**config.mk**
```make
export PLATFORM = sky130hd
export DESIGN_NAME = pic3d_front
export DESIGN_NICKNAME = d
export VERILOG_FILES = /design/src/design/point_in_convex_polygon_3d_assert.svh /design/src/design/pic3d_pkg.sv /design/src/design/pic3d_front.sv
export SDC_FILE = /design/constraint.sdc
export NUM_CORES = 1
export LEC_CHECK = 0
export ABC_AREA = 1
export BUFFER_PORTS_ARGS = -buffer_cell sky130_fd_sc_hd__buf_4
export CORE_AREA = 2 2 61 46
export CTS_CLUSTER_SIZE = 12
export DETAILED_ROUTE_END_ITERATION = 12
export DIE_AREA = 0 0 63 48
export GPL_ROUTABILITY_DRIVEN = 0
export GPL_TIMING_DRIVEN = 0
export PLACE_DENSITY = 0.81
export SLEW_MARGIN = 30
export SYNTH_ARGS = -nofsm -noshare
export SYNTH_HDL_FRONTEND = slang
export SYNTH_SLANG_ARGS = --single-unit
```
**constraint.sdc**
```tcl
create_clock -name clk -period 1.4 [get_ports clk]
set_clock_uncertainty 0.05 [all_clocks]
set_input_delay 0.14 -clock clk [delete_from_list [all_inputs] [get_ports clk]]
set_output_delay 0.14 -clock clk [all_outputs]
set_load 0.01 [all_outputs]
```
**src/design/point_in_convex_polygon_3d_assert.svh**
```systemverilog
// assertion macros shared by the queue and back-end design files
`ifndef POINT_IN_CONVEX_POLYGON_3D_ASSERT_SVH
`define POINT_IN_CONVEX_POLYGON_3D_ASSERT_SVH
`ifndef SYNTHESIS
`define PIC3D_ASSERT_SAME(lbl, ante, cons) \
    lbl: assert property (@(posedge clk) disable iff (!rst_n) (ante) |-> (cons)) \
        else $error("pic3d assertion failed: %m");
`define PIC3D_ASSERT_NEXT(lbl, ante, cons) \
    lbl: assert property (@(posedge clk) disable iff (!rst_n) (ante) |=> (cons)) \
        else $error("pic3d assertion failed: %m");
`else
`define PIC3D_ASSERT_SAME(lbl, ante, cons)
`define PIC3D_ASSERT_NEXT(lbl, ante, cons)
`endif
`endif

```
**src/design/pic3d_pkg.sv**
```systemverilog
package pic3d_pkg;

    localparam int COORD_BITS = 20;
    // edge and point differences
    localparam int DIFF_W = COORD_BITS + 1;
    // cross product components
    localparam int CROSS_W = 2 * DIFF_W + 1;
    // cross components are split into a signed high and unsigned low half for the dot
    localparam int LO_W = (CROSS_W + 1) / 2;
    localparam int HI_W = CROSS_W - LO_W;
    localparam int MUL_W = LO_W + 1;
    localparam int PROD_W = 2 * MUL_W;
    // exact dot product, sum of three full products
    localparam int ACC_W = 2 * CROSS_W + 2;

    localparam int QUEUE_DEPTH = 2;
    localparam int QPTR_W = (QUEUE_DEPTH > 1) ? $clog2(QUEUE_DEPTH) : 1;
    localparam int QCNT_W = $clog2(QUEUE_DEPTH + 1);

    localparam logic FUNC_POINT = 1'b0;
    localparam logic FUNC_VERTEX = 1'b1;

    typedef logic signed [COORD_BITS-1:0] coord_t;

    typedef enum logic [1:0] {
        CMD_POINT,
        CMD_START,
        CMD_SECOND,
        CMD_NEXT
    } cmd_kind_t;

    typedef struct packed {
        cmd_kind_t kind;
        logic      last;
        coord_t    x;
        coord_t    y;
        coord_t    z;
    } cmd_t;

    typedef struct packed {
        logic full;
        logic empty;
    } queue_stat_t;

    typedef enum logic [3:0] {
        B_IDLE,
        B_DIFF,
        B_XMUL,
        B_XSUB,
        B_DMUL0,
        B_DMUL1,
        B_DACC0,
        B_DACC1,
        B_DSUM0,
        B_DSUM1,
        B_ADV,
        B_EMIT
    } back_state_t;

endpackage

```
**src/design/pic3d_front.sv**
```systemverilog
module pic3d_front (
    input  logic                                  clk,
    input  logic                                  rst_n,
    input  logic                                  req_valid,
    output logic                                  req_ready,
    input  logic                                  func,
    input  logic signed [pic3d_pkg::COORD_BITS-1:0] coord_x,
    input  logic signed [pic3d_pkg::COORD_BITS-1:0] coord_y,
    input  logic signed [pic3d_pkg::COORD_BITS-1:0] coord_z,
    input  logic                                  last_vertex,
    input  pic3d_pkg::queue_stat_t                qstat,
    output logic                                  push,
    output pic3d_pkg::cmd_t                       push_cmd
);

    // vertices seen in the current face, saturating at two
    logic [1:0] vcnt_reg, vcnt_next;

    assign req_ready = !qstat.full;
    assign push      = req_valid && req_ready;

    always_comb
    begin
        push_cmd.x    = coord_x;
        push_cmd.y    = coord_y;
        push_cmd.z    = coord_z;
        push_cmd.last = last_vertex && (func == pic3d_pkg::FUNC_VERTEX);
        if (func == pic3d_pkg::FUNC_POINT)
            push_cmd.kind = pic3d_pkg::CMD_POINT;
        else if (vcnt_reg == 2'd0)
            push_cmd.kind = pic3d_pkg::CMD_START;
        else if (vcnt_reg == 2'd1)
            push_cmd.kind = pic3d_pkg::CMD_SECOND;
        else
            push_cmd.kind = pic3d_pkg::CMD_NEXT;

        vcnt_next = vcnt_reg;
        if (push)
        begin
            if (func == pic3d_pkg::FUNC_POINT || last_vertex)
                vcnt_next = 2'd0;
            else if (vcnt_reg == 2'd0)
                vcnt_next = 2'd1;
            else
                vcnt_next = 2'd2;
        end
    end

    always_ff @(posedge clk or negedge rst_n)
    begin
        if (!rst_n)
            vcnt_reg <= 2'd0;
        else
            vcnt_reg <= vcnt_next;
    end

endmodule

```
## Word level (Yosys, flattened, before mapping)

Index checks and enable logic that the tools add are counted.
Widths: inputs -> output; s select.

- Output and inout bits: 65
- Register bits after elaboration: 2
- Word-level logic and storage cells: 13

- Eq/ne operators: 1
- Reductions and logical operators: 5
- Bitwise logic cells: 1
- Muxes and demuxes: 5

Operators by type and width:

| cell | number |
|---|---|
| $mux 2 | 4 |
| $eq 2x1->1 const B | 1 |
| $logic_and 1x1->1 | 2 |
| $logic_not 2->1 | 1 |
| $logic_not 1->1 | 1 |
| $logic_or 1x1->1 | 1 |
| $mux 1 | 1 |
| $not 1->1 | 1 |

## Logic depth before layout (Yosys ltp)

- Depth in word-level cells: 4
- Depth in mapped cells: 5
- Gate-level depth less buffers: 5

## Worst setup path after synthesis

OpenSTA, ideal clock, no wires.

- Kind: register -> output
- Start point: register vcnt_reg[0]
- End point: output port push_cmd[61] in the netlist's numbering
- Cell stages (with the launch flop): 2
- Path buffers: 0
- Required time: 1.210 ns
- Setup slack: 0.592 ns
- Arrival time: 0.618 ns
- Cells stage by stage: dfrtp_1 a21oi_1

RTL lines:

| element | RTL line | RTL |
|---|---|---|
| from (decl) | pic3d_front.sv:17 | `logic [1:0] vcnt_reg, vcnt_next;` |
| from (signal assigned) | pic3d_front.sv:54 | `vcnt_reg <= vcnt_next;` |
| to (decl) | pic3d_front.sv:13 | `output pic3d_pkg::cmd_t push_cmd` |

==> flow_summary.yaml <==
logic_synthesis:
  synth-xor-area-share: 0
  synth_top_family_by_area: "buffers and inverters"
  yosys.area_share.simple: 0.0860
  synth.yosys.seq_area_share: 0.0860
  synth_cells: 82
  synth_top_cell_by_area: "buf_4"
  synth_area_leaders: "buf_4 77%, dfrtp_1 8.6%, inv_1 3.9%"
  synth_nets: 149
  synthAdderAreaFrac: 0
  synth-compound-area-share: 0.00860
  ys_seq_elements: 2
  yosysWarnings: 0
  synth_top_cell_area_share: 0.774
  synth_cell_types: 9
  muxShareOfSynthArea: 0
  syn-cell-area_sq_um: 582
  avgSynthCellArea_sq_um: 7.10
pwr:
  ir_drop_v: 0.000166
  total_leakage_power_nw: 0.733
  power_density_nw_per_um2: 475
sta:
  period_share: 0.817
  finalHoldViolCount: 0
  fmax_mhz: 874
  finalCriticalPeriod_ps: 1140
  setup-tns-final_ps: 0
  rsz0062_at_grt: "no"
  slew_headroom: 0.869
  drv_slew: 0
  finalSetupViolCount: 0
  worstMarginPinSlew_ps: 197
layout:
  n_fill_cell: 230
  nets: 225
  antennaDiodeCount: 0
  final_common_cell: "buf_4"
  largest_reg_flops: 2
  layout-drive-gt1-share: 0.865
  syn_to_final_growth_pct: 103
  layout_common_cells: "130 x buf_4, 6 x inv_1, 6 x nand2_1"
  final_cell_area_sq_um: 1180
clock_tree:
  post-cts-setup-buffers: 0
  clk_path_buf_depth: 2
  tritoncts: "built"
  clock_latency_ps: 220
  cts_made_buffers: 3
  clkSlewWorstSetupHoldPaths_ps: 30
  cts_sinks: 2
  htreeDepth: 1
  root_buffer: "clkbuf_4"
  cts_resized: 0
die:
  die_y_um: 48
  core_area_sq_um: 2380
  die_x_um: 63
  dieArea_sq_um: 3020
  rows: 15
  initial_core_util: 0.244
  ios: 132
global_route:
  overflow: 0
  antenna_found_initial: 0
  grt_max_degree: 5
  grt_pass1_vias: 491
  grt_pass1_wl_mm: 2.08
  grt.total_usage: 0.0912
drt:
  vias: 634
  ant_nets: 0
  viasPerCell: 3.34
  first_iter_violations: 14
  drt-total-wl_mm: 1.72
  dr.pass1.iters: 4
  wire_per_inst_um: 9.03
  drc: 0
status:
  outcome: "finished clean"
place:
  port_buffers: 70
  hpwl_mm: 1.57
  postPlaceCellArea_sq_um: 1150
worst_setup_path:
  crit_type: "flop to output pin"
  r2r-start: "vcnt_reg[0]$_DFFE_PN0P_"
  cp_num_buf_inv: 1
  critPathRequiredTime_ps: 1210
  arrival_ps: 950
  path_cells: "nor2_1, nor2_1, buf_4"
  path_delay_family: "flip-flops"
  start_kind: "flop"
  critPathMaxFanout: 4
  crit_path_frequent_cell: "nor2_1"
  slowest_delay_ps: 390
  crit_slowest_cell: "dfrtp_1"
  crit_start: "vcnt_reg[0]$_DFFE_PN0P_"
  end_kind: "output pin"
job:
  drv_cap: 0
min_path:
  hp-start: "last_vertex"
  hp-class: "primary input to flop"
logic make-up after synthesis:
family,Yosys count
flip-flops,2
buffers and inverters,67
AO/OA/AOI/OAI,1
AND/OR/NAND/NOR,12
Yosys cell counts:
library cell	n
nor2_2	1
inv_1	6
inv_2	1
nor2_1	3
buf_4	60
a21oi_1	1
dfrtp_1	2
nand3_1	2
nand2_1	6
worst paths after layout:
check                      slack (ps)  depth (start not counted)                      end
max                               260                          3             push_cmd[62]
min                               170                          4  vcnt_reg[1]$_DFFE_PN0P_
max reg2reg                       580                          3  vcnt_reg[0]$_DFFE_PN0P_
min reg2reg                       460                          2  vcnt_reg[1]$_DFFE_PN0P_
max in group asynchronous        1020                          2  vcnt_reg[1]$_DFFE_PN0P_
min in group asynchronous         190                          2  vcnt_reg[0]$_DFFE_PN0P_
timing repair:
item,CTS,global route
hold endpoints to repair,2,0
hold buffers,1,0
endpoints found under the setup margin,0,0
metrics by stage:
stage               hold slack, ps  power, mW  std cells  setup slack, ps  utilization
floorplan                     -206      0.271         82              592            -
global placement              -127      0.434        186              488        0.482
detailed placement            -126      0.438        186              488        0.482
CTS                            158      0.574        190              245        0.496
global route                   185      0.600        190              196        0.496
finish                         170      0.561        190              256        0.496
area by class of cell:
type / instances / area (sq um) / share of cell area
multi-input combinational: 13 / 55.1 / 0.0466
timing repair buffer: 71 / 536 / 0.453
sequential: 2 / 50.0 / 0.0423
clock buffer: 3 / 22.5 / 0.0190
inverter: 7 / 26.3 / 0.0222
tap: 34 / 42.5 / 0.0360
buffer: 60 / 450 / 0.381
power by group:
group	total (mW)	internal (mW)	switching (mW)
clock network	0.125	0.0943	0.0302
logic	0.369	0.241	0.128
registers	0.0678	0.0635	0.00432
tightest hold or removal path, cell delays in order:
cell	delay, ps
buf_4	80
nor2_1	50
nand3_1	70
nand2_1	50
routing by layer:
metal | GRT usage | wire length (um) | up-vias
met5 | 0 | 0 | -
met2 | 0.136 | 946 | 45
li1 | - | - | 330
met4 | 0.0533 | 0 | 0
met3 | 0.0400 | 198 | 0
met1 | 0.112 | 570 | 259
Power figures use the tool's default switching activity.
