## src/design/point_in_convex_polygon_3d_assert.svh

```systemverilog
// assertion macros shared by the queue and back-end design files
`ifndef POINT_IN_CONVEX_POLYGON_3D_ASSERT_SVH
`define POINT_IN_CONVEX_POLYGON_3D_ASSERT_SVH
`ifndef SYNTHESIS
`define PIC3D_ASSERT_SAME(lbl, ante, cons) \
    lbl: assert property (@(posedge clk) disable iff (!rst_n) (ante) |-> (cons)) \
        else $error("pic3d assertion failed: %m");
`define PIC3D_ASSERT_NEXT(lbl, ante, cons) \
    lbl: assert property (@(posedge clk) disable iff (!rst_n) (ante) |=> (cons)) \
        else $error("pic3d assertion failed: %m");
`else
`define PIC3D_ASSERT_SAME(lbl, ante, cons)
`define PIC3D_ASSERT_NEXT(lbl, ante, cons)
`endif
`endif

```

## src/design/pic3d_pkg.sv

```systemverilog
package pic3d_pkg;

    localparam int COORD_BITS = 20;
    // edge and point differences
    localparam int DIFF_W = COORD_BITS + 1;
    // cross product components
    localparam int CROSS_W = 2 * DIFF_W + 1;
    // cross components are split into a signed high and unsigned low half for the dot
    localparam int LO_W = (CROSS_W + 1) / 2;
    localparam int HI_W = CROSS_W - LO_W;
    localparam int MUL_W = LO_W + 1;
    localparam int PROD_W = 2 * MUL_W;
    // exact dot product, sum of three full products
    localparam int ACC_W = 2 * CROSS_W + 2;

    localparam int QUEUE_DEPTH = 2;
    localparam int QPTR_W = (QUEUE_DEPTH > 1) ? $clog2(QUEUE_DEPTH) : 1;
    localparam int QCNT_W = $clog2(QUEUE_DEPTH + 1);

    localparam logic FUNC_POINT = 1'b0;
    localparam logic FUNC_VERTEX = 1'b1;

    typedef logic signed [COORD_BITS-1:0] coord_t;

    typedef enum logic [1:0] {
        CMD_POINT,
        CMD_START,
        CMD_SECOND,
        CMD_NEXT
    } cmd_kind_t;

    typedef struct packed {
        cmd_kind_t kind;
        logic      last;
        coord_t    x;
        coord_t    y;
        coord_t    z;
    } cmd_t;

    typedef struct packed {
        logic full;
        logic empty;
    } queue_stat_t;

    typedef enum logic [3:0] {
        B_IDLE,
        B_DIFF,
        B_XMUL,
        B_XSUB,
        B_DMUL0,
        B_DMUL1,
        B_DACC0,
        B_DACC1,
        B_DSUM0,
        B_DSUM1,
        B_ADV,
        B_EMIT
    } back_state_t;

endpackage

```

## src/design/pic3d_queue.sv

```systemverilog
`include "point_in_convex_polygon_3d_assert.svh"

module pic3d_queue (
    input  logic                   clk,
    input  logic                   rst_n,
    input  logic                   push,
    input  pic3d_pkg::cmd_t        push_cmd,
    input  logic                   pop,
    output pic3d_pkg::cmd_t        pop_cmd,
    output pic3d_pkg::queue_stat_t stat
);

    pic3d_pkg::cmd_t                  slot_reg [pic3d_pkg::QUEUE_DEPTH];
    logic [pic3d_pkg::QPTR_W-1:0]     wr_ptr_reg, wr_ptr_next;
    logic [pic3d_pkg::QPTR_W-1:0]     rd_ptr_reg, rd_ptr_next;
    logic [pic3d_pkg::QCNT_W-1:0]     cnt_reg, cnt_next;

    assign pop_cmd    = slot_reg[rd_ptr_reg];
    assign stat.full  = (cnt_reg == pic3d_pkg::QCNT_W'(pic3d_pkg::QUEUE_DEPTH));
    assign stat.empty = (cnt_reg == '0);

    always_comb
    begin
        wr_ptr_next = wr_ptr_reg;
        rd_ptr_next = rd_ptr_reg;
        cnt_next    = cnt_reg;
        if (push)
        begin
            if (wr_ptr_reg == pic3d_pkg::QPTR_W'(pic3d_pkg::QUEUE_DEPTH - 1))
                wr_ptr_next = '0;
            else
                wr_ptr_next = wr_ptr_reg + 1'b1;
        end
        if (pop)
        begin
            if (rd_ptr_reg == pic3d_pkg::QPTR_W'(pic3d_pkg::QUEUE_DEPTH - 1))
                rd_ptr_next = '0;
            else
                rd_ptr_next = rd_ptr_reg + 1'b1;
        end
        case ({push, pop})
            2'b10:   cnt_next = cnt_reg + 1'b1;
            2'b01:   cnt_next = cnt_reg - 1'b1;
            default: cnt_next = cnt_reg;
        endcase
    end

    always_ff @(posedge clk or negedge rst_n)
    begin
        if (!rst_n)
        begin
            wr_ptr_reg <= '0;
            rd_ptr_reg <= '0;
            cnt_reg    <= '0;
        end
        else
        begin
            wr_ptr_reg <= wr_ptr_next;
            rd_ptr_reg <= rd_ptr_next;
            cnt_reg    <= cnt_next;
        end
    end

    always_ff @(posedge clk)
    begin
        if (push)
            slot_reg[wr_ptr_reg] <= push_cmd;
    end

    `PIC3D_ASSERT_SAME(a_no_push_when_full, push, !stat.full)
    `PIC3D_ASSERT_NEXT(a_cnt_grows, push && !pop, cnt_reg == $past(cnt_reg) + 1'b1)

endmodule

```

## config.mk

```make
export PLATFORM = sky130hd
export DESIGN_NAME = pic3d_queue
export DESIGN_NICKNAME = d
export VERILOG_FILES = /design/src/design/pic3d_pkg.sv /design/src/design/pic3d_queue.sv
export VERILOG_INCLUDE_DIRS = /design/src /design/src/design
export SDC_FILE = /design/constraint.sdc
export NUM_CORES = 1
export LEC_CHECK = 0
export BUFFER_PORTS_ARGS = -buffer_cell sky130_fd_sc_hd__buf_2
export CAP_MARGIN = 20
export CORE_MARGIN = 5
export CORE_UTILIZATION = 52
export CTS_CLUSTER_SIZE = 28
export DETAILED_ROUTE_END_ITERATION = 6
export PLACE_DENSITY = 0.86
export SLEW_MARGIN = 20
export SYNTH_ARGS = -nofsm -noshare
export SYNTH_HDL_FRONTEND = slang
export SYNTH_SLANG_ARGS = --single-unit
```

## constraint.sdc

```tcl
create_clock -name clk -period 4.5 [get_ports clk]
set_input_delay 0.225 -clock clk [delete_from_list [all_inputs] [get_ports clk]]
set_output_delay 0.225 -clock clk [all_outputs]
set_load 0.005 [all_outputs]
```

Word-level counts from Yosys, hierarchy flattened
Memory sizes are Yosys's and may differ from the RTL's.
Index checks and enable logic that the tools add are counted.
{"block": "word_totals", "register_bits": 4, "latch_bits": 0, "ram_bits": 126, "mem_bits_ro": 0, "inputBits": 67, "output_inout_bits": 65, "wordCells": 18, "mem_count": 1}
{"memory": "slot_reg", "words": 2, "width": 63, "read_ports": 1, "rd_ports_with_merged_regs": 0, "write_ports": 1, "line": "pic3d_queue.sv:13", "source": "pic3d_pkg::cmd_t slot_reg [pic3d_pkg::QUEUE_DEPTH];"}
{"block": "op_classes", "addsub": 4, "mul": 0, "n_div": 0, "n_lt_le_gt_ge": 0, "eq_ne": 3, "n_shift": 0, "mux": 5, "bitwise": 0, "n_reduce_logical": 2}
{"operator": "$eq 2x2->1 const B", "count": 2}
{"operator": "$mux 1", "count": 4}
{"operator": "$pmux 2 s2", "count": 1}
{"operator": "$add 1x1->1 const B", "count": 2}
{"operator": "$add 2x1->2 const B", "count": 1}
{"operator": "$eq 2x1->1 const B", "count": 1}
{"operator": "$logic_not 2->1", "count": 1}
{"operator": "$reduce_bool 2->1", "count": 1}
{"operator": "$sub 2x1->2 const B", "count": 1}

Depth between registers and ports, before layout
{"block": "depth", "ltp_word": 2, "mapped_depth": 5, "ltp_nobuf": 5}

Worst setup path before layout
Ideal clock, no wire load.
{"block": "synth_path", "path_type": "reg-to-reg", "from": "register wr_ptr_reg", "to": "memory slot_reg[0][0] in the netlist's numbering, enable pin", "setup_ns": 0.484, "arrival_time_ns": 3.024, "required_ns": 4.016, "path_slack_ns": 0.992, "path_stages_with_launch": 2, "path_buffers": 0, "period_less_slack_ns": 3.508, "path_cell_list": "dfrtp_1 -> nor2_1"}
{"item": "from (decl)", "line": "pic3d_queue.sv:14", "source": "logic [pic3d_pkg::QPTR_W-1:0] wr_ptr_reg, wr_ptr_next;"}
{"item": "from (signal assigned)", "line": "pic3d_queue.sv:58", "source": "wr_ptr_reg <= wr_ptr_next;"}
{"item": "to (decl)", "line": "pic3d_queue.sv:13"}
Straight into the memory's write port.

==> PnR_summary.wiki <==
{| class="wikitable"
! Metric !! Value
|-
| Run status || complete, no violations
|-
| Final period util || 52.9%
|-
| Finished Cell Area || 7070 um^2
|-
| Compound-Gate Fraction of Synth Area || 0%
|-
| Syn avg cell area || 23.7 um^2
|-
| Largest net degree at the start of global routing || 65
|-
| Cell type with the highest aggregate area in the netlist || sky130_fd_sc_hd__edfxtp_1
|-
| Class of the most critical setup path || reg -> out
|-
| Number of flip-flops in the largest register || 126
|-
| Final Hold Slack || 0.0686 ns
|-
| Die X-Extent || 108 um
|-
| Detailed-route vias per instance || 4.79
|-
| Launch point of the critical path || rd_ptr_reg$_DFFE_PN0P_
|-
| Number of buffers and inverters on the critical path || 2
|-
| Number of buffer cells added on primary ports || 131
|-
| Clock tree from TritonCTS || done
|-
| Main combinational cell family by area after synthesis || multiplexers
|-
| Part of the Yosys area used for sequential elements || 77.2%
|-
| Reg2reg end || slot_reg[1][62]$_DFFE_PP_
|-
| Synth Instances || 212
|-
| Most frequent cells after synthesis || sky130_fd_sc_hd__edfxtp_1 (126), sky130_fd_sc_hd__mux2_4 (59), sky130_fd_sc_hd__buf_12 (6)
|-
| Post-synthesis instance area || 5030 um^2
|-
| Row cnt || 35
|-
| Cell types occupying the most area after synthesis || sky130_fd_sc_hd__edfxtp_1 (75%), sky130_fd_sc_hd__mux2_4 (18%), sky130_fd_sc_hd__buf_12 (2.4%)
|-
| Leading register cell type out of synthesis || sky130_fd_sc_hd__edfxtp_1
|-
| Total global routing track utilization || 18.2%
|-
| Area share of fa/ha/maj cells after synthesis || 0.249%
|-
| Source of the worst register-to-register timing path || wr_ptr_reg$_DFFE_PN0P_
|-
| Setup crit end kind || output pin
|-
| Clock transition at the registers of the reported paths || 0.06 ns
|-
| Relative slew margins || 33.8%
|-
| Total Die Area || 11,700 um^2
|-
| Pins Over Slew Limit || 0
|-
| Die Y || 108 um
|-
| Final TNS setup || 0 ns
|-
| Maximum clock path buffer count || 2
|-
| Remaining routing DRC violations || 0
|-
| Worst voltage drop across the vdd grid || 0.419 mV
|-
| Final Power || 4.24 mW
|-
| Core Area || 9330 um^2
|-
| CP max stage cell || sky130_fd_sc_hd__dfrtp_4
|-
| DR vias || 2,724
|-
| Antenna-violating nets left || 0
|-
| Unique cell type count in the Yosys netlist || 13
|-
| H-Tree Depth || 4
|-
| Slew at the pin closest to its max-slew limit || 0.993 ns
|-
| Skew-Pair Late Insertion Delay || 0.50 ns
|-
| Buffer type at the clock tree root || sky130_fd_sc_hd__clkbuf_8
|-
| Fraction of the mapped netlist area in simple logic gates || 0.473%
|-
| Antenna violations before repair || 0
|-
| Worst endpoint required time || 4.28 ns
|-
| Post-layout minimum cycle time || 2.38 ns
|-
| Mux share of post-synthesis cell area || 18.5%
|-
| Via count of the first global-routing pass || 2,963
|-
| Worst-case register-to-register setup slack || 2.43 ns
|-
| Total I/O pin count || 132
|-
| Clock buffer count from CTS || 17
|-
| Post_cts resized || 0
|-
| 1st-iter DRT viols || 120
|-
| Max-cap check violation count || 0
|-
| R2R depth || 2
|-
| Most frequently used cell type in the post-synthesis netlist || sky130_fd_sc_hd__edfxtp_1
|-
| Setup crit end || pop_cmd[45]
|-
| Max stage delay on crit path || 0.77 ns
|-
| Cell Pwr Density || 600 nW/um^2
|-
| Xor/xnor share of the synthesized area || 0.871%
|-
| Final core area utilization || 75.8%
|-
| Maximum operating frequency || 420 MHz
|-
| Crit. path cell count || 3
|-
| First-pass GRT wire length || 15.5 mm
|-
| Number of storage elements in the synthesis netlist || 130
|-
| Overall overflow remaining after global route || 0
|-
| Worst EP arrival || 2.16 ns
|-
| Area grow syn2layout || 40.6%
|-
| Post-route clock skew || 0.0103 ns
|-
| Worst path cell trace || buf_16 > mux2_2 > buf_2
|-
| Share of flip-flops with an asynchronous set or reset || 3.08%
|-
| Number of warnings issued by yosys || 0
|-
| Share of the synthesized area in the top cell type || 75.2%
|-
| Syn nets || 280
|-
| Total routed wirelength || 10.2 mm
|-
| Initial Util || 53.9%
|-
| Peak fanout along the critical path || 37
|-
| Total of endpoints with negative setup slack in the final report || 0
|-
| Share of cells above drive strength 1 || 53.3%
|-
| Number of sinks driven by the clock tree || 130
|-
| CP top delay family || flip-flops
|-
| Number of flops mapped to enable cells by yosys || 126
|-
| Startpoint type of the worst setup path || register
|-
| Worst min path class || in -> async
|-
| Net count reported at finish || 494
|-
| Routed wire length per instance || 17.9 um
|-
| Placed cell area || 5790 um^2
|-
| Leak pwr || 2.89 nW
|-
| Final weighted congestion in routability-driven placement || 0.667
|-
| Hold Vio Cnt, Final || 0
|-
| RSZ-0062 raised after global routing || no
|-
| Number of optimization iterations in the first detailed-route pass || 5
|-
| Post-DP HPWL || 5.74 mm
|}
[routing by layer]
metal	routed length (um)	global-route usage, %	part of all wire (%)
met3	735	6.87	7.2
met4	80	5.32	0.79
met5	0	0	0
met1	3780	20.0	37
met2	5580	32.6	55
[through the flow]
| step | std cells | setup WS (ns) |
|---|---|---|
| final | 569 | 2.12 |
| after global routing | 568 | 2.02 |
| after CTS | 567 | 1.92 |
| after detailed placement | 469 | 2.39 |
| after global placement | 467 | 2.32 |
| after floorplan | 212 | 0.992 |
[cells by family (layout without fill, tap and decap cells)]
kind of cell,after synthesis,after routing
DFF,130,130
buffers and inverters,8,235
muxes,63,63
adders and majority gates,1,1
and+or+nand+nor,5,5
other,0,1
xor gates and xnor gates,5,5
[what timing repair did]
item	CTS	global route
setup endpoints to repair	0	0
hold buffers	66	0
endpoints found under the hold margin	132	0
setup buffers	0	0
[report_power, final]
part	switching, mW	internal (mW)	total, mW
combinational	0.467	0.678	1.15
sequential	0.138	1.61	1.75
clock	0.501	0.848	1.35
[placed cells by master (no fill, tap or decap)]
cell and n:
sky130_fd_sc_hd__nor2_4 1, sky130_fd_sc_hd__clkinv_4 4, sky130_fd_sc_hd__dfrtp_1 3, sky130_fd_sc_hd__and2_2 1, sky130_fd_sc_hd__bufinv_16 3, sky130_fd_sc_hd__ha_1 1
sky130_fd_sc_hd__mux2_4 59, sky130_fd_sc_hd__clkbuf_8 1, sky130_fd_sc_hd__buf_4 2, sky130_fd_sc_hd__buf_16 2, sky130_fd_sc_hd__edfxtp_1 126, sky130_fd_sc_hd__inv_6 3
sky130_fd_sc_hd__buf_2 131, sky130_fd_sc_hd__clkinvlp_4 2, sky130_fd_sc_hd__nor2_1 2, sky130_fd_sc_hd__clkinv_2 3, sky130_fd_sc_hd__xor2_1 3, sky130_fd_sc_hd__clkbuf_16 16
sky130_fd_sc_hd__buf_8 1, sky130_fd_sc_hd__dfrtp_4 1, sky130_fd_sc_hd__mux2_2 4, sky130_fd_sc_hd__nor2b_1 1, sky130_fd_sc_hd__xnor2_1 2, sky130_fd_sc_hd__inv_1 1
sky130_fd_sc_hd__diode_2 1, sky130_fd_sc_hd__dlygate4sd3_1 66
[cell type report]
type                            instances  area [um^2]
Antenna cell                            1         2.50
Fill cell                             527         2260
Multi-Input combinational cell         74         1020
Sequential cell                       130         3890
Inverter                                1         3.75
Tap cell                              129          161
Clock buffer                           17          414
Timing Repair Buffer                  202         1400
Clock inverter                         15          181
[how the worst min path moves through the flow]
stage                     start                      to  cells after the start
after global routing      rst_n  rd_ptr_reg$_DFFE_PN0P_                      2
after CTS                 rst_n  rd_ptr_reg$_DFFE_PN0P_                      2
after global placement    rst_n  wr_ptr_reg$_DFFE_PN0P_                      1
after detailed placement  rst_n  wr_ptr_reg$_DFFE_PN0P_                      1
after floorplan           rst_n  cnt_reg[0]$_DFFE_PN0P_                      0
final                     rst_n  cnt_reg[1]$_DFFE_PN0P_                      2
Note: power is estimated with default switching activity, not from simulation.
